==> src/hdl/occ_ram.sv <==
`default_nettype none

module occ_ram #(
	parameter int WIDTH = 8,
	parameter int DEPTH = 64
) (
	input  wire logic                                    clk,
	input  wire logic                                    we,
	input  wire logic [((DEPTH > 1) ? $clog2(DEPTH) : 1)-1:0] waddr,
	input  wire logic [WIDTH-1:0]                        wdata,
	input  wire logic                                    re,
	input  wire logic [((DEPTH > 1) ? $clog2(DEPTH) : 1)-1:0] raddr,
	output      logic [WIDTH-1:0]                        rdata
);

	logic [WIDTH-1:0] mem [DEPTH];

	always_ff @(posedge clk) begin
		if (we) begin
			mem[waddr] <= wdata;
		end
		if (re) begin
			rdata <= mem[raddr];
		end
	end

endmodule

`default_nettype wire

==> config.mk <==
export PLATFORM = sky130hd
export DESIGN_NAME = occ_ram
export DESIGN_NICKNAME = d
export VERILOG_FILES = /design/src/hdl/occ_ram.sv
export SDC_FILE = /design/constraint.sdc
export NUM_CORES = 1
export LEC_CHECK = 0
export BUFFER_PORTS_ARGS = -buffer_cell sky130_fd_sc_hd__buf_2
export CAP_MARGIN = 20
export CORE_ASPECT_RATIO = 0.7
export CORE_MARGIN = 2
export CORE_UTILIZATION = 38
export CTS_CLUSTER_SIZE = 16
export DETAILED_ROUTE_END_ITERATION = 16
export PLACE_DENSITY = 0.58
export SLEW_MARGIN = 10
export SYNTH_ARGS = -nofsm -noshare
export SYNTH_HDL_FRONTEND = slang
export SYNTH_SLANG_ARGS = --single-unit
==> constraint.sdc <==
create_clock -name clk -period 2.5 [get_ports clk]
set_input_delay 0.25 -clock clk [delete_from_list [all_inputs] [get_ports clk]]
set_output_delay 0.25 -clock clk [all_outputs]
set_load 0.005 [all_outputs]
# After elaboration in Yosys (flattened, before gate mapping)
# Memories as Yosys holds them, arrays and structs flattened. A register that Yosys moved wholly into a read port is not among the register bits.
# Cells that the tools add are included.
# W data, S select, Z words.
# op_classes
muxes	2
# ops
operator	n
$mux W1	2
# totals
reg_bits	0
mem_bits_rw	512
inputBits	23
word_cells	3
mem_count	1
# memory_table
name	words	width	read_ports	rd_clocked_by_memory_dff	wr	line	text
mem	64	8	1	1	1	16	logic [WIDTH-1:0] mem [DEPTH];

# Logic depth before layout (Yosys ltp)
# Gate-level depths: netlist of run 1.
# logic_depth
ltp_word	2
depth_mapped	9
ltp_nobuf	5

# Worst setup path before layout of run 1
# Ideal clock, no wire load.
# synth_path
path_type	input to register
from	input raddr[1] (netlist bit)
to	register rdata[3], read port of mem (data pin)
t_arrival_ps	1790
required_ps	2234
path_slack_ps	444
stages	7
path_cell_list	buf_4 -> buf_2 -> buf_2 -> mux4_2 -> mux4_2 -> o21ai_1 -> o41ai_1
# synth_lines
element	line	text
from (decl)	12	input wire logic [((DEPTH > 1) ? $clog2(DEPTH) : 1)-1:0] raddr,
to (decl)	13	output logic [WIDTH-1:0] rdata

==> metrics, run 1 <==
R2R setup slack between 0.2 and 0.3 ns; Worst Path Required 2.79 ns; share of cells above drive strength 1 31.95%; Slew HR 51.29%; fmax 454.2 MHz; Final Hold Fails 0; Top Family by Delay on Critical Path multiplexers; Worst Max-Slew Pin Slew 0.7306 ns; Clock Sinks 520; CTS Hold Buffers Added 0; gr usage total around 18%; Slowest cell on crit path mux4_2; fin crit share 88.07%; Non-Filler Instances roughly 1800; crit path cell chain mux4_2 -> mux2_2 -> o221a_2 -> nor3_1 -> o32ai_1; GPL Wtd Cong approximately 0.82; Synth Register Bits 520; slowest stage delay, CP between 0.4 and 0.5 ns; cell count along the critical path 5; Syn-to-layout area delta 16.51%; Lkg Pwr 0.007535 µW; warnings from Yosys 0; root buf cell clkbuf_16; WHS Endpoint rdata[2]; clock slew at reported path FFs ~0.060 ns; Worst R2R Path Depth 5; status finished, final reports clean; post-CTS setup buffers 0; cts bufs inserted 48; Max Root-Sink Buffers 3; Tightest Hold Check Type input port to flop; VDD IR-drop max around 0.46 mV; Final setup viols 0; Mean Syn Cell Area 21.54 µm²; Row Count 70; Worst Hold Depth 1; Post-Syn Instances 940; worst r2r dst rdata[6]; wire per inst 26.72 µm; WP buf/inv 0; fill count 4375; Die X-Extent approximately 280 µm; worst hold start re; Critical Path Start Type flop; die area 0.05517 mm²; Tmin final 2.202 ns; I/O Buffers 30; pin count of the biggest net entering global routing 65; Final Skew 0.02023 ns; Initial Util between 30% and 40%; top_reg_cell synth edfxtp_1; CTS tree done; top area cells in the synthesized netlist edfxtp_1 (77%), mux4_2 (14%), nor2_1 (1.5%); TNS Setup 0 ns; Antenna Violating Nets Remaining 0; post-route DRC violation count 0; antenna cell count 0; mapped cell area 0.02025 mm²; Yosys top cell area share between 70% and 80%; Skew-Pair Late Insertion Delay 0.57 ns; Post-synth EDFFs 520; commonest non-fill, non-tap cell in the layout edfxtp_1; DP Cell Count 1730; max-slew violation count 0; max-cap viol count 0; Core Region 0.05246 mm²; Final Instance Area 0.02359 mm²; vias in the first global route around 10000; Setup crit end kind flop; Post-DP HPWL 31.59 mm; I/O pin count 31; Pwr Total 17980 µW; vias 10020; Vias per Instance 5.526; Syn Nets 963; 1st-pass router iterations 5; first-pass GRT wire length 70.86 mm; H-tree Lvls 2; RSZ-0062 raised after global routing false; Netlist cell types 39; Final Routed Wirelength 48.47 mm; die height 197.1 µm; Yosys top cell by area edfxtp_1; grt ovf 0; WS Path Type flop to flop; register area share after synthesis 77.12%; Post-synth ARST share 0%; initial antenna violation count 0; most frequent cells in the layout edfxtp_1 (520), mux4_2 (126), buf_4 (117); Worst Path Arrival 2.49 ns; Post-DP Area 0.02205 mm²; largest fanout on the critical path 1; DR iter-0 viols 1190; pwr/cell area 762.0 mW/mm²; Worst R2R Start mem[29][6]; CTS resizes 0; NumNets Final approximately 1100
## cells by family after synthesis
| logic type | after synthesis | synth area share [%] |
|---|---|---|
| AO/OA/AOI/OAI | 54 | 2.064 |
| AND/OR/NAND/NOR | 153 | 3.374 |
| flip-flops | 520 | 77.12 |
| buffers and inverters | 51 | 1.563 |
| multiplexers | 162 | 15.88 |
## metrics by stage
step	worst slack, ns	hold slack (ns)	utilization, %
2_1_floorplan	0.4437	0.3489	-
3_3_place_gp	0.06197	0.6387	42.04
3_5_place_dp	0.05407	0.6396	42.04
4_1_cts	0.2959	0.03968	44.97
5_1_grt	0.2806	0.03680	44.97
6_report	0.2982	0.06219	44.97
## worst max path at each step
stage,end,startpoint
floorplan,rdata[3],raddr[1]
global placement,rdata[2],raddr[0]
detailed placement,rdata[2],raddr[0]
CTS,rdata[6],mem[29][6]
global route,rdata[6],mem[25][6]
finish,rdata[6],mem[29][6]
## synthesized netlist by cell type (4+ instances only)
| library cell | n |
|---|---|
| mux2i_1 | 23 |
| a221oi_1 | 6 |
| nor3_1 | 7 |
| edfxtp_1 | 520 |
| a211oi_1 | 4 |
| nor2_1 | 83 |
| o221ai_1 | 8 |
| buf_1 | 4 |
| buf_2 | 11 |
| clkbuf_1 | 17 |
| mux4_2 | 126 |
| o22ai_1 | 8 |
| nand2_1 | 19 |
| nand2b_1 | 7 |
| buf_6 | 4 |
| nor2b_1 | 14 |
| nand3_1 | 13 |
| buf_4 | 13 |
| mux2_2 | 13 |
## cell type report
class                      count  area (µm²)  share of cell area, %
clock buffer                  64        1304                  5.527
clock inverter                20       232.7                 0.9865
sequential                   520       15620                  66.19
multi-input combinational    369        4315                  18.29
timing repair buffer         157        1267                  5.373
tap                          684       855.8                  3.628
## flip-flops by register name, indices dropped and copies added, names as in the netlist
register  count
rdata         8
mem         512
## power breakdown
part / switching [µW] / total (µW) / internal (µW)
sequential: 27.5 / 9690 / 9670
clock: 3130 / 7300 / 4170
combinational: 585 / 987 / 402
## routing by layer
| layer | share of wire, % | GRT usage (%) | wire length [µm] | vias up |
|---|---|---|---|---|
| met2 | 43 | 25.26 | 20730 | 366 |
| met1 | 48 | 28.72 | 23500 | 5357 |
| met4 | 1.2 | 2.872 | 561 | 0 |
| li1 | - | - | - | 4248 |
| met3 | 7.6 | 3.678 | 3676 | 53 |
| met5 | 0 | 0 | 0 | - |
Power figures use the tool's default switching activity.
==> run 2: changes to the inputs <==
--- a/config.mk
+++ b/config.mk
@@ -7,12 +7,14 @@
 export LEC_CHECK = 0
 export BUFFER_PORTS_ARGS = -buffer_cell sky130_fd_sc_hd__buf_2
 export CAP_MARGIN = 20
+export CELL_PAD_IN_SITES_DETAIL_PLACEMENT = 0
+export CELL_PAD_IN_SITES_GLOBAL_PLACEMENT = 1
 export CORE_ASPECT_RATIO = 0.7
 export CORE_MARGIN = 2
 export CORE_UTILIZATION = 38
 export CTS_CLUSTER_SIZE = 16
 export DETAILED_ROUTE_END_ITERATION = 16
-export PLACE_DENSITY = 0.58
+export PLACE_DENSITY = 0.65
 export SLEW_MARGIN = 10
 export SYNTH_ARGS = -nofsm -noshare
 export SYNTH_HDL_FRONTEND = slang
==> constraint.sdc (replaced) <==
create_clock -name clk -period 2 [get_ports clk]
set_input_delay 0.2 -clock clk [delete_from_list [all_inputs] [get_ports clk]]
set_output_delay 0.2 -clock clk [all_outputs]
set_load 0.005 [all_outputs]
==> run 2 against run 1 <==
Effect of this change: the run now ends with setup timing left; worst setup slack got worse by 0.31 ns; first-iteration DRC count rose by 7.6%; via count rose by 1.9%; register-to-register slack got worse by 0.31 ns; wire length rose by 0.82%; non-clock buffer count rose by 44; critical path depth did not move; final cell count rose by 2.5%; critical path type unchanged; critical endpoint is now rdata[1]; largest cell class unchanged; largest power group unchanged.
==> metrics, run 2 (synthesis results as in run 1) <==
die area 0.05517 mm² (unchanged); NumNets Final 1164 (+4.0%); Clock Sinks 520 (unchanged); gr usage total 18.08% (+0.24 points); WP buf/inv 0 (unchanged); max reg flops 512 (unchanged); TNS Setup -0.01691 ns (-0.01691 ns); share of cells above drive strength 1 34.86% (+2.9 points); fin crit share 100.5% (+12 points); fmax 497.3 MHz (+9.5%); Final setup viols 2 (+2); Antenna Violating Nets Remaining 0 (unchanged); vias 10220 (+1.9%); Worst Max-Slew Pin Slew 0.9521 ns (+0.2215 ns); die height 197.1 µm (unchanged); Skew-Pair Late Insertion Delay 0.57 ns (about the same); crit path cell chain mux4_2 -> mux4_2 -> nor2_2 -> nor3_2 -> o2bb2ai_1; wire per inst 26.27 µm (-1.7%); Tightest Hold Check Type input port to flop; VDD IR-drop max 0.6968 mV (+51%); I/O pin count 31 (unchanged); Max Root-Sink Buffers 3 (unchanged); Final Routed Wirelength 48.87 mm (+0.82%); I/O Buffers 30 (unchanged); Syn-to-layout area delta 18.25%; Post-DP HPWL 32.67 mm (+3.4%); Slowest cell on crit path mux4_2; Final Hold Fails 0 (unchanged); most frequent cells in the layout edfxtp_1 (520), buf_4 (153), mux4_2 (126); max-cap viol count 0 (unchanged); largest fanout on the critical path 1 (unchanged); Worst Hold Slack 0.08712 ns (+0.02493 ns); Tmin final 2.011 ns (-0.1909 ns); RSZ-0062 raised after global routing true; Lkg Pwr 0.007730 µW (+2.6%); met3 wire length 3.862 mm (+5.1%); 1st-pass router iterations 5 (unchanged); Critical Path Most Common Cell mux4_2; Final Instance Area 0.02394 mm² (+1.5%); pwr/cell area 909.8 mW/mm² (+19%); Worst Path Required 2.32 ns (-0.47 ns); Critical Path Start Type flop; status finished, violations left; post-route DRC violation count 0 (unchanged); Setup crit end kind flop; WL met1 24.07 mm (+2.4%); Top Family by Delay on Critical Path multiplexers; crit path setup slack, layout -0.01097 ns (-0.3091 ns); root buf cell clkbuf_16; clock slew at reported path FFs 0.06 ns (about the same); Vias per Instance 5.492 (-0.61%); Highest Signal Layer met4; DR iter-0 viols 1280 (+7.6%); WL met2 20.14 mm (-2.8%); Slew HR 36.53% (-15 points); H-tree Lvls 2 (unchanged); initial antenna violation count 2 (+2); max-slew violation count 0 (unchanged); grt ovf 0 (unchanged); Final Skew 0.01529 ns (-0.004942 ns); Worst Path Arrival 2.33 ns (-0.16 ns); Core Region 0.05246 mm² (unchanged); vias in the first global route 10200 (+2.2%); Biggest register mem; Post-DP Area 0.02246 mm² (+1.9%); pre-CTS setup slack -0.4403 ns (-0.4944 ns); commonest non-fill, non-tap cell in the layout edfxtp_1; Row Count 70 (unchanged); Initial Util 38.59% (unchanged); first-pass GRT wire length 71.22 mm (+0.52%); pin count of the biggest net entering global routing 65 (unchanged); Die X-Extent 279.9 µm (unchanged); slowest stage delay, CP 0.54 ns (+0.08 ns); cts bufs inserted 49 (+2.1%); Pwr Total 21780 µW (+21%); antenna cell count 0 (unchanged); failing checks setup timing; GPL Wtd Cong 0.8111 (-0.70%); Top Registers mem: 512 flops, rdata: 8 flops; CTS tree done; WS Path Type flop to flop
## run 2: cell types whose count changed in the layout (fill, tap and decap cells not counted), moves of 3 or more
cell       delta
a221oi_2      +3
nor2_1        -3
bufinv_16     -5
a221oi_1      -3
buf_4        +36
nor3_1        -4
clkinv_1      +8
buf_12        +7
## run 2: stage by stage
stage / utilization, % / instances
6_report: 45.64 / 1860
5_1_grt: 45.64 / 1860
4_1_cts: 45.59 / 1860
3_5_place_dp: 42.82 / 1773
3_3_place_gp: 42.82 / 1773
2_1_floorplan: - / 940
## run 2: layout make-up
class	instances	area (µm²)
clock buffers	63	1279
clock inverters	23	103.9
fillers	4391	28520
multi-input cells	369	4400
flip-flops and latches	520	15620
well taps	684	855.8
repair buffers	201	1688
## run 2: path summary, 6_finish.rpt
check / end / cells after the start / start / slack, ns
worst max-delay path: rdata[1] / 5 / mem[3][1] / -0.01
worst min-delay path: mem[20][4] / 1 / wdata[4] / 0.09
worst max register to register: rdata[1] / 5 / mem[3][1] / -0.01
worst min register to register: rdata[6] / 3 / mem[30][6] / 0.90
## run 2: layer usage
| metal | vias to the layer above | track usage (%) |
|---|---|---|
| met4 | 0 | 3.842 |
| met1 | 5463 | 29.36 |
| met5 | - | 0 |
| met3 | 63 | 3.737 |
| li1 | 4337 | - |
| met2 | 352 | 24.88 |
## run 2: worst reg2reg max path, cell delays in order (launching register included)
cell and delay (ns):
edfxtp_1 0.37, mux4_2 0.54, mux4_2 0.51, nor2_2 0.12, nor3_2 0.08, o2bb2ai_1 0.15
## run 2: power by group
group | total (µW) | switching (µW) | internal, µW
sequential | 12100 | 37.4 | 12100
clock | 8320 | 3830 | 4480
combinational | 1340 | 765 | 580
## run 2: repair_timing
| item | 4_1_cts | 5_1_grt |
|---|---|---|
| buffers inserted | 0 | 0 |
| hold buffers | 1 | 0 |
| hold endpoints to repair | 6 | 0 |
| pin swaps | 2 | 1 |
| setup endpoints to repair | 5 | 7 |
| gates resized for setup | 12 | 7 |
==> run 3: changes to the inputs <==
--- a/config.mk
+++ b/config.mk
@@ -12,6 +12,7 @@
 export CORE_ASPECT_RATIO = 0.7
 export CORE_MARGIN = 2
 export CORE_UTILIZATION = 38
+export CTS_BUF_LIST = sky130_fd_sc_hd__clkbuf_4 sky130_fd_sc_hd__clkbuf_8
 export CTS_CLUSTER_SIZE = 16
 export DETAILED_ROUTE_END_ITERATION = 16
 export PLACE_DENSITY = 0.65
==> run 3 against run 2 <==
Effect of this change: the run still ends with setup timing left; first-iteration DRC count is 2.2% higher; worst hold slack got worse by 0.016 ns; clock-buffer cell count is 43 higher; clock power up 2%; critical path type unchanged; critical endpoint is now rdata[4]; largest cell class unchanged; largest power group unchanged; highest routed layer unchanged.
==> metrics, run 3 (synthesis results as in run 1) <==
Worst Max-Slew Pin Slew 0.9580 ns (+0.005915 ns); net load switching power 4816 µW (+3.9%); Biggest register mem; root buf cell clkbuf_8; Initial Util 38.59% (unchanged); Final setup viols 3 (+1); register share of total power 55.2% (-0.4 points); gr usage total 18.39% (+0.32 points); Final Instance Area 0.02408 mm² (+0.57%); Int Pwr 17160 µW (about the same); Final Hold Fails 0 (unchanged); Worst Path Required 2.38 ns (+0.06 ns); failing checks setup timing; status finished, violations left; pin count of the biggest net entering global routing 65 (unchanged); I/O Buffers 30 (unchanged); Clock power frac 38.7% (+0.5 points); 1st-pass router iterations 5 (unchanged); share of cells above drive strength 1 38.22% (+3.4 points); Clock Sinks 520 (unchanged); Post-DP HPWL 32.67 mm (unchanged); max-cap viol count 0 (unchanged); Setup crit end kind flop; Top Registers mem: 512 flops, rdata: 8 flops; wire per inst 25.85 µm (-1.6%); Antenna Violating Nets Remaining 0 (unchanged); post-route DRC violation count 0 (unchanged); Vias per Instance 5.453 (-0.71%); vias 10430 (+2.1%); pwr/cell area 912.8 mW/mm² (+0.33%); grt ovf 0 (unchanged); area occupied by multi-input gates 0.004407 mm² (+0.14%); max-slew violation count 0 (unchanged); CTS tree done; Tmin final 2.045 ns (+0.03421 ns); max reg flops 512 (unchanged); clock slew at reported path FFs 0.07 ns (about the same); Comb power frac 6.1% (about the same); die area 0.05517 mm² (unchanged); slowest stage delay, CP 0.47 ns (-0.07 ns); WS Path Type flop to flop; Syn-to-layout area delta 18.92%; RSZ-0062 raised after global routing true; NumNets Final 1194 (+2.6%); fill count 4391 (unchanged); first-pass GRT wire length 72.32 mm (+1.5%); vias in the first global route 10440 (+2.4%); Die X-Extent 279.9 µm (unchanged); Post-DP Area 0.02246 mm² (unchanged); Row Count 70 (unchanged); crit path setup slack, layout -0.04518 ns (-0.03421 ns); Slowest cell on crit path mux4_2; cts bufs inserted 78 (+59%); Critical Path Start Type flop; largest fanout on the critical path 1 (unchanged); initial antenna violation count 1 (-1); FF/Latch Area 0.01562 mm² (unchanged); crit path cell chain mux4_2 -> mux2_4 -> o221a_4 -> nor3_4 -> o32ai_2; Slew HR 36.13% (-0.39 points); Final Skew 0.03203 ns (+0.01674 ns); most frequent cells in the layout edfxtp_1 (520), buf_4 (153), mux4_2 (126); fin crit share 102.3% (+1.7 points); GPL Wtd Cong 0.8111 (unchanged); I/O pin count 31 (unchanged); Lkg Pwr 0.007852 µW (+1.6%); DR iter-0 viols 1308 (+2.2%); VDD IR-drop max 0.5472 mV (-21%); Final Routed Wirelength 49.45 mm (+1.2%); Sw Ratio 21.91% (+0.63 points); Max Root-Sink Buffers 3 (unchanged); Skew-Pair Late Insertion Delay 0.65 ns (+0.08 ns); Tightest Hold Check Type input port to flop; Worst Path Arrival 2.42 ns (+0.09 ns); fmax 489.0 MHz (-1.7%); post-CTS setup buffers 0 (unchanged); commonest non-fill, non-tap cell in the layout edfxtp_1; TNS Setup -0.08667 ns (-0.06976 ns); H-tree Lvls 3 (+1); Core Region 0.05246 mm² (unchanged); die height 197.1 µm (unchanged)
-- run 3: area by class of cell --
cell class | count | area share, %
flip-flops and latches | 520 | 64.85
repair buffers | 202 | 7.052
clock buffers | 106 | 5.435
diodes | 2 | 0.02079
multi-input cells | 369 | 18.30
well taps | 684 | 3.554
clock inverters | 30 | 0.7847
-- run 3: metrics by stage --
step                setup WS, ns  total power (µW)  hold WS (ns)  std cells  util, %
global placement         -0.4990             13660        0.6005       1773    42.82
finish                  -0.04518             21980       0.07069       1913    45.90
CTS                     -0.04294             22170       0.03624       1911    45.79
detailed placement       -0.4403             13680        0.5992       1773    42.82
floorplan                0.02139             12980        0.2989        940        -
global route            -0.09830             22730       0.04619       1911    45.89
-- run 3: per-layer routing --
metal | vias to the layer above | global-route usage, % | wire length, µm
li1 | 4407 | - | -
met2 | 435 | 24.97 | 20630
met5 | - | 0 | 0
met3 | 58 | 3.714 | 4055
met4 | 0 | 4.040 | 627
met1 | 5531 | 30.19 | 24140
-- run 3: power by group through the flow --
stage               sequential (µW)  combinational (µW)  clock, µW
finish                        12100                1350       8510
CTS                           12100                1340       8710
global route                  12100                1440       9180
floorplan                     12300                 644          0
detailed placement            12400                1320          0
global placement              12400                1310          0
-- run 3: final timing paths --
kind,startpoint,endpoint,slack [ns],cells past startpoint
worst min register to register,mem[30][6],rdata[6],0.89,3
worst max-delay path,mem[16][4],rdata[4],-0.05,5
worst max register to register,mem[16][4],rdata[4],-0.05,5
worst min-delay path,wdata[3],mem[19][3],0.07,2
-- run 3: worst max-delay path: cells and delay by family, from the launching register on --
kind / cells / cell delay [ns]
simple gates: 1 / 0.25
compound gates: 2 / 0.38
mux: 2 / 0.75
flops: 1 / 0.39
-- run 3: what timing repair did --
item / CTS / global route
hold endpoints to repair: 22 / 0
pin swaps: 2 / 2
hold buffers: 2 / 0
resized for setup: 7 / 12
endpoints found under the setup margin: 5 / 8
